$ cat src/dwgs_pkg.sv
// Shared types, constants and helper functions of the damped wave grid stepper.
package dwgs_pkg;

    localparam int GRID_DIM  = 64;
    localparam int COORD_W   = $clog2(GRID_DIM);
    localparam int ADDR_W    = 2 * COORD_W;
    localparam int DEPTH     = GRID_DIM * GRID_DIM;
    localparam int H_W       = 20;
    localparam int CFG_W     = 16;
    localparam int SPLASH_R  = 3;
    localparam int RAIN_R    = 2;

    localparam logic signed [27:0] HMAX = 28'sd524287;
    localparam logic signed [27:0] HMIN = -28'sd524288;

    localparam logic [1:0] CFG_COEFF   = 2'd0;
    localparam logic [1:0] CFG_DAMPING = 2'd1;
    localparam logic [1:0] CFG_LAST    = 2'd2;

    localparam logic [CFG_W-1:0]   COEFF_RST   = 16'd16384;
    localparam logic [CFG_W-1:0]   DAMPING_RST = 16'd64881;
    localparam logic [COORD_W-1:0] LAST_RST    = 6'd63;

    // exp(-d*d/8) and exp(-d*d/1.5) in Q0.16, unity stored as 65536
    localparam logic [16:0] SPLASH_TAB [8] = '{17'd65536, 17'd57835, 17'd39750, 17'd21276,
                                               17'd8869, 17'd2879, 17'd728, 17'd143};
    localparam logic [16:0] RAIN_TAB [8]   = '{17'd65536, 17'd33647, 17'd4554, 17'd162,
                                               17'd2, 17'd0, 17'd0, 17'd0};

    typedef logic signed [H_W-1:0] height_t;

    typedef enum logic [1:0] {
        MODE_STEP   = 2'd0,
        MODE_SPLASH = 2'd1,
        MODE_RAIN   = 2'd2,
        MODE_READ   = 2'd3
    } mode_t;

    typedef struct packed {
        mode_t                mode;
        logic [COORD_W-1:0]   col;
        logic [COORD_W-1:0]   row;
        height_t              amount;
    } cmd_t;

    typedef struct packed {
        logic [CFG_W-1:0]   wave_coeff;
        logic [CFG_W-1:0]   damping;
        logic [COORD_W-1:0] grid_last;
    } cfg_t;

    typedef struct packed {
        logic clearing;
    } eng_stat_t;

    typedef enum logic [2:0] {
        ST_CLEAR,
        ST_IDLE,
        ST_STEP,
        ST_SPLASH,
        ST_READ,
        ST_DONE
    } eng_state_t;

    typedef struct packed {
        height_t h;
        logic    sat;
    } clip_t;

    function automatic clip_t clip_h(input logic signed [27:0] v);
        clip_t r;
        if (v > HMAX) begin
            r.h   = height_t'(HMAX);
            r.sat = 1'b1;
        end else if (v < HMIN) begin
            r.h   = height_t'(HMIN);
            r.sat = 1'b1;
        end else begin
            r.h   = v[H_W-1:0];
            r.sat = 1'b0;
        end
        return r;
    endfunction

    function automatic logic [16:0] tab_w(input logic rain, input logic [2:0] i);
        return rain ? RAIN_TAB[i] : SPLASH_TAB[i];
    endfunction

endpackage

$ cat src/dwgs_front.sv
// Input side: unpacks stream transactions into commands and queues them.
module dwgs_front (
    input  logic               aclk,
    input  logic               aresetn,
    input  logic               s_tvalid,
    output logic               s_tready,
    input  logic [31:0]        s_tdata,
    input  logic [1:0]         s_tuser,
    input  dwgs_pkg::eng_stat_t stat,
    output logic               q_valid,
    input  logic               q_ready,
    output dwgs_pkg::cmd_t     q_cmd
);
    import dwgs_pkg::*;

    cmd_t       fifo_reg [2];
    logic       wr_ptr_reg, wr_ptr_next;
    logic       rd_ptr_reg, rd_ptr_next;
    logic [1:0] count_reg, count_next;
    cmd_t       in_cmd;
    logic       push, pop;

    always_comb begin
        in_cmd.mode   = mode_t'(s_tuser);
        in_cmd.col    = s_tdata[5:0];
        in_cmd.row    = s_tdata[11:6];
        in_cmd.amount = s_tdata[31:12];
    end

    assign s_tready = (count_reg != 2'd2) && !stat.clearing;
    assign q_valid  = (count_reg != 2'd0);
    assign q_cmd    = fifo_reg[rd_ptr_reg];
    assign push     = s_tvalid && s_tready;
    assign pop      = q_valid && q_ready;

    always_comb begin
        wr_ptr_next = push ? ~wr_ptr_reg : wr_ptr_reg;
        rd_ptr_next = pop ? ~rd_ptr_reg : rd_ptr_reg;
        count_next  = count_reg + {1'b0, push} - {1'b0, pop};
    end

    always_ff @(posedge aclk) begin
        if (!aresetn) begin
            wr_ptr_reg <= 1'b0;
            rd_ptr_reg <= 1'b0;
            count_reg  <= 2'd0;
        end else begin
            wr_ptr_reg <= wr_ptr_next;
            rd_ptr_reg <= rd_ptr_next;
            count_reg  <= count_next;
        end
    end

    always_ff @(posedge aclk) begin
        if (push) begin
            fifo_reg[wr_ptr_reg] <= in_cmd;
        end
    end

endmodule

$ cat config.mk
export PLATFORM = sky130hd
export DESIGN_NAME = dwgs_front
export DESIGN_NICKNAME = d
export VERILOG_FILES = /design/src/dwgs_pkg.sv /design/src/dwgs_front.sv
export SDC_FILE = /design/constraint.sdc
export NUM_CORES = 1
export LEC_CHECK = 0
export BUFFER_PORTS_ARGS = -buffer_cell sky130_fd_sc_hd__buf_2
export CAP_MARGIN = 0
export CORE_MARGIN = 2
export CORE_UTILIZATION = 46
export CTS_CLUSTER_DIAMETER = 50
export DETAILED_ROUTE_END_ITERATION = 8
export GPL_TIMING_DRIVEN = 0
export PLACE_DENSITY_LB_ADDON = 0.15
export RECOVER_POWER = 100
export SETUP_SLACK_MARGIN = 0.4
export SYNTH_ARGS = -nofsm -noshare
export SYNTH_HDL_FRONTEND = slang
export SYNTH_SLANG_ARGS = --single-unit
$ cat constraint.sdc
create_clock -name aclk -period 1.7 [get_ports aclk]
set_input_delay 0.17 -clock aclk [delete_from_list [all_inputs] [get_ports aclk]]
set_output_delay 0.17 -clock aclk [all_outputs]
set_load 0.005 [all_outputs]
=== Yosys cells after proc, flatten, opt, wreduce, memory -nomap -nowiden ===
Memories as Yosys holds them, arrays and structs flattened. A register that Yosys moved wholly into a read port is not among the register bits.
Index checks and enable logic that the tools add are counted.

* Flip-flop bits (word level): 4
* RAM bits: 68
* Bits of input ports: 39
* Output and inout port bits: 36
* Logic and storage cells: 18
* Memories: 1

{| class="wikitable"
|+ Memory list
! memory !! depth !! bits a word !! rd ports !! clocked after Yosys merged registers in !! write ports !! RTL line !! RTL
|-
| fifo_reg || 2 || 34 || 1 || 1 || 1 || dwgs_front.sv:16 || <nowiki>cmd_t fifo_reg [2];</nowiki>
|}

* Add/sub/neg operators: 2
* Eq/ne operators: 1
* Mux-type cells: 4
* Bitwise operators: 2
* Reduce and logical (&&, ||, !) cells: 5

{| class="wikitable"
|+ Operators with widths
! operator !! number
|-
| $mux 1 || 4
|-
| $logic_and 1x1->1 || 3
|-
| $add 2x1->2 || 1
|-
| $ne 2x2->1 const B || 1
|-
| $not 1->1 || 2
|-
| $reduce_bool 2->1 || 1
|-
| $sub 2x1->2 || 1
|-
| $logic_not 1->1 || 1
|}

=== Longest topological paths before layout ===
Gate-level depths: netlist of run 1.

* Word-level depth: 5
* Gate-level depth with buffers: 9
* Mapped depth without buffers: 9

=== Worst setup path after synthesis of run 1 ===
No wires, ideal clock.

* Path kind: reg2reg
* From: register count_reg[1]
* To: memory fifo_reg[1][0] (netlist name), enable pin
* Setup time: 0.394 ns
* Arrival time: 1.518 ns
* Data required time: 1.306 ns
* Slack: -0.212 ns
* Stages on the path, launching flop included: 4
* Path buffers: 0
* Clock period less this slack: 1.912 ns
* Path through: dfxtp_1 > nor2b_4 > nor2_1 > and3_1

* Word-level cells in the longest chain between the ends: 5

{| class="wikitable"
|+ RTL lines
! element !! RTL line !! RTL
|-
| start, declared || dwgs_front.sv:19 || <nowiki>logic [1:0] count_reg, count_next;</nowiki>
|-
| start signal, assigned || dwgs_front.sv:50 || <nowiki>count_reg <= count_next;</nowiki>
|-
| $ne 2x2->1 || dwgs_front.sv:30 || <nowiki>assign s_tready = (count_reg != 2'd2) && !stat.clearing;</nowiki>
|-
| $logic_and 1x1->1 || dwgs_front.sv:30 ||
|-
| net s_tready || dwgs_front.sv:6 || <nowiki>output logic s_tready,</nowiki>
|-
| $logic_and 1x1->1 || dwgs_front.sv:33 || <nowiki>assign push = s_tvalid && s_tready;</nowiki>
|-
| $mux 1 || dwgs_front.sv:55 || <nowiki>if (push) begin</nowiki>
|-
| $mux 1 (implied by the code) || dwgs_front.sv:56 || <nowiki>fifo_reg[wr_ptr_reg] <= in_cmd;</nowiki>
|-
| end, declared || dwgs_front.sv:16 ||
|}

The timed path passes the listed nets, and every way through them passes these cells.

=== Final worst setup path of run 1 ===
* From: register count_reg[1]
* To: memory fifo_reg[0][15] (netlist name), enable pin

* Word-level cells in the longest chain between the ends: 5

{| class="wikitable"
|+ RTL lines
! element !! RTL line
|-
| $ne 2x2->1 || dwgs_front.sv:30
|-
| $logic_and 1x1->1 || dwgs_front.sv:30
|-
| $logic_and 1x1->1 || dwgs_front.sv:33
|-
| $mux 1 || dwgs_front.sv:55
|-
| $mux 1 (implied by the code) || dwgs_front.sv:56
|}

No other way between the ends.

==> impl_metrics.json, run 1 <==
{
  "ys_seq_area_frac": 0.793,
  "holdCritPathClass": "input port to flop",
  "stdcell_area_um2": 4100,
  "ir_drop_uv": 866,
  "die_x_um": 80.6,
  "postRouteAntennaNets": 0,
  "worstSetupPathDepth": 5,
  "cap_violations": 0,
  "synth_area_per_cell_um2": 20.1,
  "final.fill_count": 353,
  "hold_end": "fifo_reg[1][32]$_DFFE_PP_",
  "yosysWarnings": 0,
  "cts_buffer_depth": 2,
  "cp_max_fo": 17,
  "drt_iter0_drc": 45,
  "power_density_nw_per_um2": 1380,
  "final_cells": 317,
  "yosys.area.top_type": "edfxtp_1",
  "hold_depth": 1,
  "syn_inst": 134,
  "wire_per_inst_um": 17.9,
  "die_h_um": 80.6,
  "drtPass1Iterations": 4,
  "outcome": "finished clean",
  "clk_pin_slew_ns": 0.07,
  "vias_per_cell": 4.87,
  "synth.area.top_cells": "edfxtp_1, mux2_1, dfxtp_1",
  "slew_headroom": 0.833,
  "cp_num_buf_inv": 3,
  "tightestPinTransition_ns": 0.250,
  "route.detailed.drc": 0,
  "worstHoldStart": "s_tuser[0]",
  "place_inst": 280,
  "grt_use_met2": 0.328,
  "worst_ep_required_time_ns": 1.74,
  "ys_seq_elements": 73,
  "multi_input_area_um2": 719,
  "netlist.area_leader.share": 0.756,
  "path_cells": "nor2b_4, buf_4, or3_1, clkinvlp_4, buf_12",
  "reg2reg_from": "count_reg[1]$_SDFF_PN0_",
  "end_kind": "flop",
  "r2r_end": "fifo_reg[0][15]$_DFFE_PP_",
  "placed_area_um2": 3180,
  "syn-num-nets": 175,
  "switching_power_w": 0.00142,
  "htree_num_levels": 3,
  "grt_use_met3": 0.0427,
  "fin_crit_ns": 1.62,
  "gp_congestion": 0.666,
  "clkPwrFrac": 0.222,
  "setup_slack_ns": 0.0812,
  "dp_hpwl_mm": 2.97,
  "internal_power_w": 0.00423,
  "hold_violations": 0,
  "grt-busiest-layer": "met2",
  "cp.arrival_ns": 1.66,
  "largest_reg_flops": 68,
  "synth_cell_types": 21,
  "diodes": 0,
  "num_io_pins": 75,
  "crit_family": "simple AND/OR/NAND/NOR gates",
  "numPortBuffers": 74,
  "track_usage": 0.172,
  "cts_made_buffers": 9,
  "async_flop_share": 0,
  "root_buffer": "clkbuf_8",
  "area.growth.synth_to_final_pct": 51.8,
  "synth_ff_type": "edfxtp_1",
  "slew_violations": 0,
  "grt_max_degree": 18,
  "pwr-share-comb": 0.381,
  "final_nets": 282,
  "ff2ff_setup_slack_ns": 0.08,
  "synth_area_um2": 2700,
  "dieArea_um2": 6500,
  "cts_num_sinks": 73,
  "leakagePower_nw": 1.58,
  "worstSkewPairLatency_ns": 0.33,
  "core_area_um2": 5570,
  "crit_type": "flop to flop",
  "crit_path_max_incr_delay_ns": 0.43,
  "pre_cts_slack_ns": -0.132,
  "grt_first_pass_wirelength_mm": 7.83,
  "synth.most_common_cell": "edfxtp_1",
  "grt-ovfl-total": 0,
  "power_w": 0.00565,
  "synthTopCellsByCount": "edfxtp_1, mux2_1, dfxtp_1",
  "clock-skew-final_ns": 0.00402,
  "start_util": 0.484,
  "grt_pass1_vias": 1630,
  "ctsHoldBuffers": 0,
  "antenna_found_initial": 0,
  "seq_area_um2": 2150,
  "ff2ff_path_depth": 5,
  "row_count": 27,
  "start_kind": "flop",
  "synth_enable_flop_cells": 68,
  "crit_slowest_cell": "or3_1",
  "fin_crit_sh": 0.952,
  "p_seq_frac": 0.397,
  "grtUsageMet1": 0.170,
  "cts_tree": "yes",
  "rsz0062_at_grt": "true",
  "finalSetupViolCount": 0,
  "drive_gt1_frac": 0.596,
  "fmax_ghz": 0.618,
  "sw_frac_of_total": 0.251,
  "wl_mm": 5.66,
  "routed-via-count": 1545
}
## per-layer routing
metal | share of wire | routed length, um
met2 | 0.57 | 3230
met1 | 0.37 | 2110
met4 | 0.016 | 93
met5 | 0 | 0
met3 | 0.040 | 229
## power groups by stage
stage | Combinational (W) | Sequential [W] | Clock [W]
floorplan | 0.000601 | 0.00223 | 0
global placement | 0.000957 | 0.00224 | 0
detailed placement | 0.000984 | 0.00225 | 0
global route | 0.00228 | 0.00226 | 0.00135
CTS | 0.00147 | 0.00222 | 0.00128
finish | 0.00215 | 0.00224 | 0.00125
## cell usage in the layout (no fill, tap or decap), types with 3 or more instances in the layout
cell / netlist / final
edfxtp_1: 68 / 68
buf_6: 0 / 39
mux2_4: 0 / 34
buf_2: 1 / 23
clkbuf_1: 0 / 17
clkbuf_8: 0 / 9
buf_12: 0 / 8
buf_4: 3 / 5
clkinvlp_4: 0 / 4
nor2_1: 4 / 3
clkinv_2: 0 / 3
clkbuf_16: 0 / 3
dfxtp_1: 5 / 3
## stage by stage
step                hold WS [ns]  setup TNS, ns   util
global route              0.0101      -0.000141  0.735
finish                    0.0205              0  0.735
floorplan                  0.269              0      -
global placement           0.357          -1.36  0.571
CTS                      0.00674              0  0.669
detailed placement         0.362          -4.44  0.571
## worst max path at each step
| stage | start | endpoint | slack [ns] |
|---|---|---|---|
| floorplan | count_reg[1]$_SDFF_PN0_ | fifo_reg[0][0]$_DFFE_PP_ | 0.17 |
| global placement | count_reg[1]$_SDFF_PN0_ | fifo_reg[0][32]$_DFFE_PP_ | -0.04 |
| detailed placement | count_reg[1]$_SDFF_PN0_ | fifo_reg[0][32]$_DFFE_PP_ | -0.13 |
| CTS | flop | q_cmd[12] | 0.09 |
| global route | count_reg[1]$_SDFF_PN0_ | count_reg[1]$_SDFF_PN0_ | -0.0001 |
| finish | count_reg[1]$_SDFF_PN0_ | fifo_reg[0][15]$_DFFE_PP_ | 0.08 |
## final cells by class
| cell class | instances | area share |
|---|---|---|
| inverters | 3 | 0.00366 |
| well taps | 72 | 0.0220 |
| multi-input cells | 56 | 0.176 |
| flip-flops and latches | 73 | 0.524 |
| clock inverters | 6 | 0.0147 |
| plain buffers | 4 | 0.0183 |
| clock buffers | 9 | 0.0302 |
| repair buffers | 93 | 0.209 |
| repair inverters | 1 | 0.00183 |
## cell families after synthesis
group	Yosys count	synth area share
adders and majority gates	2	0.00927
DFF	73	0.793
xor gates and xnor gates	2	0.00649
AOI/OAI and AO/OA	3	0.00695
muxes	34	0.142
buffers and inverters	7	0.0144
and+or+nand+nor	13	0.0278
## timing repair
item                       CTS  global route
gates cloned                 4             3
buffers inserted            13             2
pin swaps                    1             3
gates resized for setup     37            63
setup endpoints to repair  104           106
(Power assumes the default switching activity.)
==> run 2, diff against run 1 <==
--- a/config.mk
+++ b/config.mk
@@ -7,14 +7,17 @@
 export LEC_CHECK = 0
 export BUFFER_PORTS_ARGS = -buffer_cell sky130_fd_sc_hd__buf_2
 export CAP_MARGIN = 0
+export CELL_PAD_IN_SITES_DETAIL_PLACEMENT = 1
+export CELL_PAD_IN_SITES_GLOBAL_PLACEMENT = 2
 export CORE_MARGIN = 2
-export CORE_UTILIZATION = 46
+export CORE_UTILIZATION = 33
 export CTS_CLUSTER_DIAMETER = 50
 export DETAILED_ROUTE_END_ITERATION = 8
 export GPL_TIMING_DRIVEN = 0
 export PLACE_DENSITY_LB_ADDON = 0.15
 export RECOVER_POWER = 100
 export SETUP_SLACK_MARGIN = 0.4
+export SLEW_MARGIN = 20
 export SYNTH_ARGS = -nofsm -noshare
 export SYNTH_HDL_FRONTEND = slang
 export SYNTH_SLANG_ARGS = --single-unit
==> run 2 against run 1 <==
Power is 1.3% higher. Clock power is 25% higher. Via count is 2.8% higher. Critical path depth is 2 higher. Wire length is 7.0% higher. Cell count is 12% higher. Die area is 37% higher. First-iteration DRC count is 33% lower. Sequential power hardly changed. Register-to-register slack hardly changed. Largest power group unchanged. Highest routed layer unchanged.
==> impl_metrics.json, run 2 (same netlist as run 1, synthesis figures left out) <==
{
  "end_kind": "flop",
  "diodes": 0,
  "postRouteAntennaNets": 0,
  "seq_area_um2": 2150,
  "internal_power_w": 0.00434,
  "crit_family": "buffers and inverters",
  "fmax_ghz": 0.616,
  "mostFrequentLayoutCells": "edfxtp_1, clkbuf_1, mux2_4",
  "num_io_pins": 75,
  "crit_type": "flop to flop",
  "hold_violations": 0,
  "worst_ep_required_time_ns": 1.76,
  "slew_violations": 0,
  "leakagePower_nw": 1.54,
  "route.detailed.drc": 0,
  "path_cells": "nor2b_4, nor2_4, clkbuf_4, buf_6, and3_4, clkbuf_1, buf_16",
  "finalSetupViolCount": 0,
  "ir_drop_uv": 634,
  "outcome": "finished clean",
  "cts_buffer_depth": 2,
  "wire_per_inst_um": 17.1,
  "timing.hold.ws_ns": 0.0209,
  "dp_hpwl_mm": 3.58,
  "clock-skew-final_ns": 0.00621,
  "start_kind": "flop",
  "tightestPinTransition_ns": 0.267,
  "die_x_um": 94.5,
  "final_nets": 288,
  "holdCritPathClass": "input port to flop",
  "routed-via-count": 1588,
  "numPortBuffers": 74,
  "cp_max_fo": 5,
  "gp_congestion": 0.650,
  "grt_first_pass_wirelength_mm": 8.87,
  "slew_headroom": 0.822,
  "core_area_um2": 7810,
  "row_count": 32,
  "cts_tree": "yes",
  "crit_path_max_incr_delay_ns": 0.33,
  "fin_crit_sh": 0.955,
  "root_buffer": "clkbuf_8",
  "largest_reg_flops": 68,
  "htree_num_levels": 3,
  "dieArea_um2": 8920,
  "crit_slowest_cell": "dfxtp_1",
  "antenna_found_initial": 0,
  "fin_crit_ns": 1.62,
  "utilization": 0.527,
  "grt-ovfl-total": 0,
  "track_usage": 0.139,
  "clk_pin_slew_ns": 0.07,
  "drive_gt1_frac": 0.488,
  "p_seq_frac": 0.389,
  "drtPass1Iterations": 4,
  "grt_pass1_vias": 1723,
  "grt_max_degree": 18,
  "final_common_cell": "edfxtp_1",
  "pwr-share-comb": 0.339,
  "cp.arrival_ns": 1.69,
  "start_util": 0.346,
  "sw_frac_of_total": 0.241,
  "drt_iter0_drc": 30,
  "cp_num_buf_inv": 4,
  "die_h_um": 94.5,
  "final.fill_count": 750,
  "multi_input_area_um2": 684,
  "cts_made_buffers": 9,
  "vias_per_cell": 4.49,
  "wl_mm": 6.06,
  "area.growth.synth_to_final_pct": 52.4,
  "switching_power_w": 0.00138,
  "cts_num_sinks": 73,
  "clkPwrFrac": 0.272,
  "cap_violations": 0,
  "worstSkewPairLatency_ns": 0.34,
  "power_density_nw_per_um2": 1390,
  "rsz0062_at_grt": "true"
}
==> run 2: area by class of cell <==
| type | instances | share of cell area |
|---|---|---|
| Buffer | 4 | 0.0182 |
| Multi-Input combinational cell | 55 | 0.166 |
| Clock buffer | 9 | 0.0301 |
| Timing Repair Buffer | 100 | 0.202 |
| Sequential cell | 73 | 0.522 |
| Clock inverter | 7 | 0.0265 |
| Timing Repair inverter | 1 | 0.00122 |
| Inverter | 3 | 0.00304 |
| Tap cell | 102 | 0.0310 |
==> run 2: timing repair <==
item	4_1_cts	5_1_grt
setup buffers	13	1
cloned	4	2
hold endpoints to repair	0	15
pin swaps	6	5
hold buffers	0	8
resized for setup	38	60
endpoints found under the setup margin	104	106
==> run 2: metal layers <==
| layer | wire [um] | GRT usage |
|---|---|---|
| met1 | 2340 | 0.145 |
| met2 | 3420 | 0.255 |
| met3 | 262 | 0.0519 |
| met4 | 38 | 0.0507 |
| met5 | 0 | 0 |
==> run 2: path summary, 6_finish.rpt <==
check,from,to,slack [ns],depth (start not counted)
setup / recovery,count_reg[1]$_SDFF_PN0_,fifo_reg[1][2]$_DFFE_PP_,0.08,7
hold / removal,s_tdata[21],fifo_reg[1][9]$_DFFE_PP_,0.02,1
hold reg to reg,rd_ptr_reg$_SDFFE_PN0P_,rd_ptr_reg$_SDFFE_PN0P_,0.53,2
setup reg to reg,count_reg[1]$_SDFF_PN0_,fifo_reg[1][2]$_DFFE_PP_,0.08,7
==> run 2: power groups by stage <==
stage / Sequential (W) / Combinational (W) / Clock [W]
finish: 0.00223 / 0.00194 / 0.00156
global route: 0.00224 / 0.00208 / 0.00169
CTS: 0.00222 / 0.00151 / 0.00161
detailed placement: 0.00225 / 0.00102 / 0
global placement: 0.00224 / 0.000979 / 0
floorplan: 0.00223 / 0.000601 / 0
==> run 2: stage by stage <==
stage / total power [W] / std cells / TNS [ns] / worst slack (ns) / instance area (um2)
floorplan: 0.00283 / 134 / 0 / 0.173 / 2720
global placement: 0.00322 / 310 / -3.12 / -0.0935 / 3220
detailed placement: 0.00327 / 310 / -5.28 / -0.157 / 3220
CTS: 0.00534 / 343 / 0 / 0.0555 / 3860
global route: 0.00601 / 354 / 0 / 0.0393 / 4120
finish: 0.00572 / 354 / 0 / 0.0764 / 4120
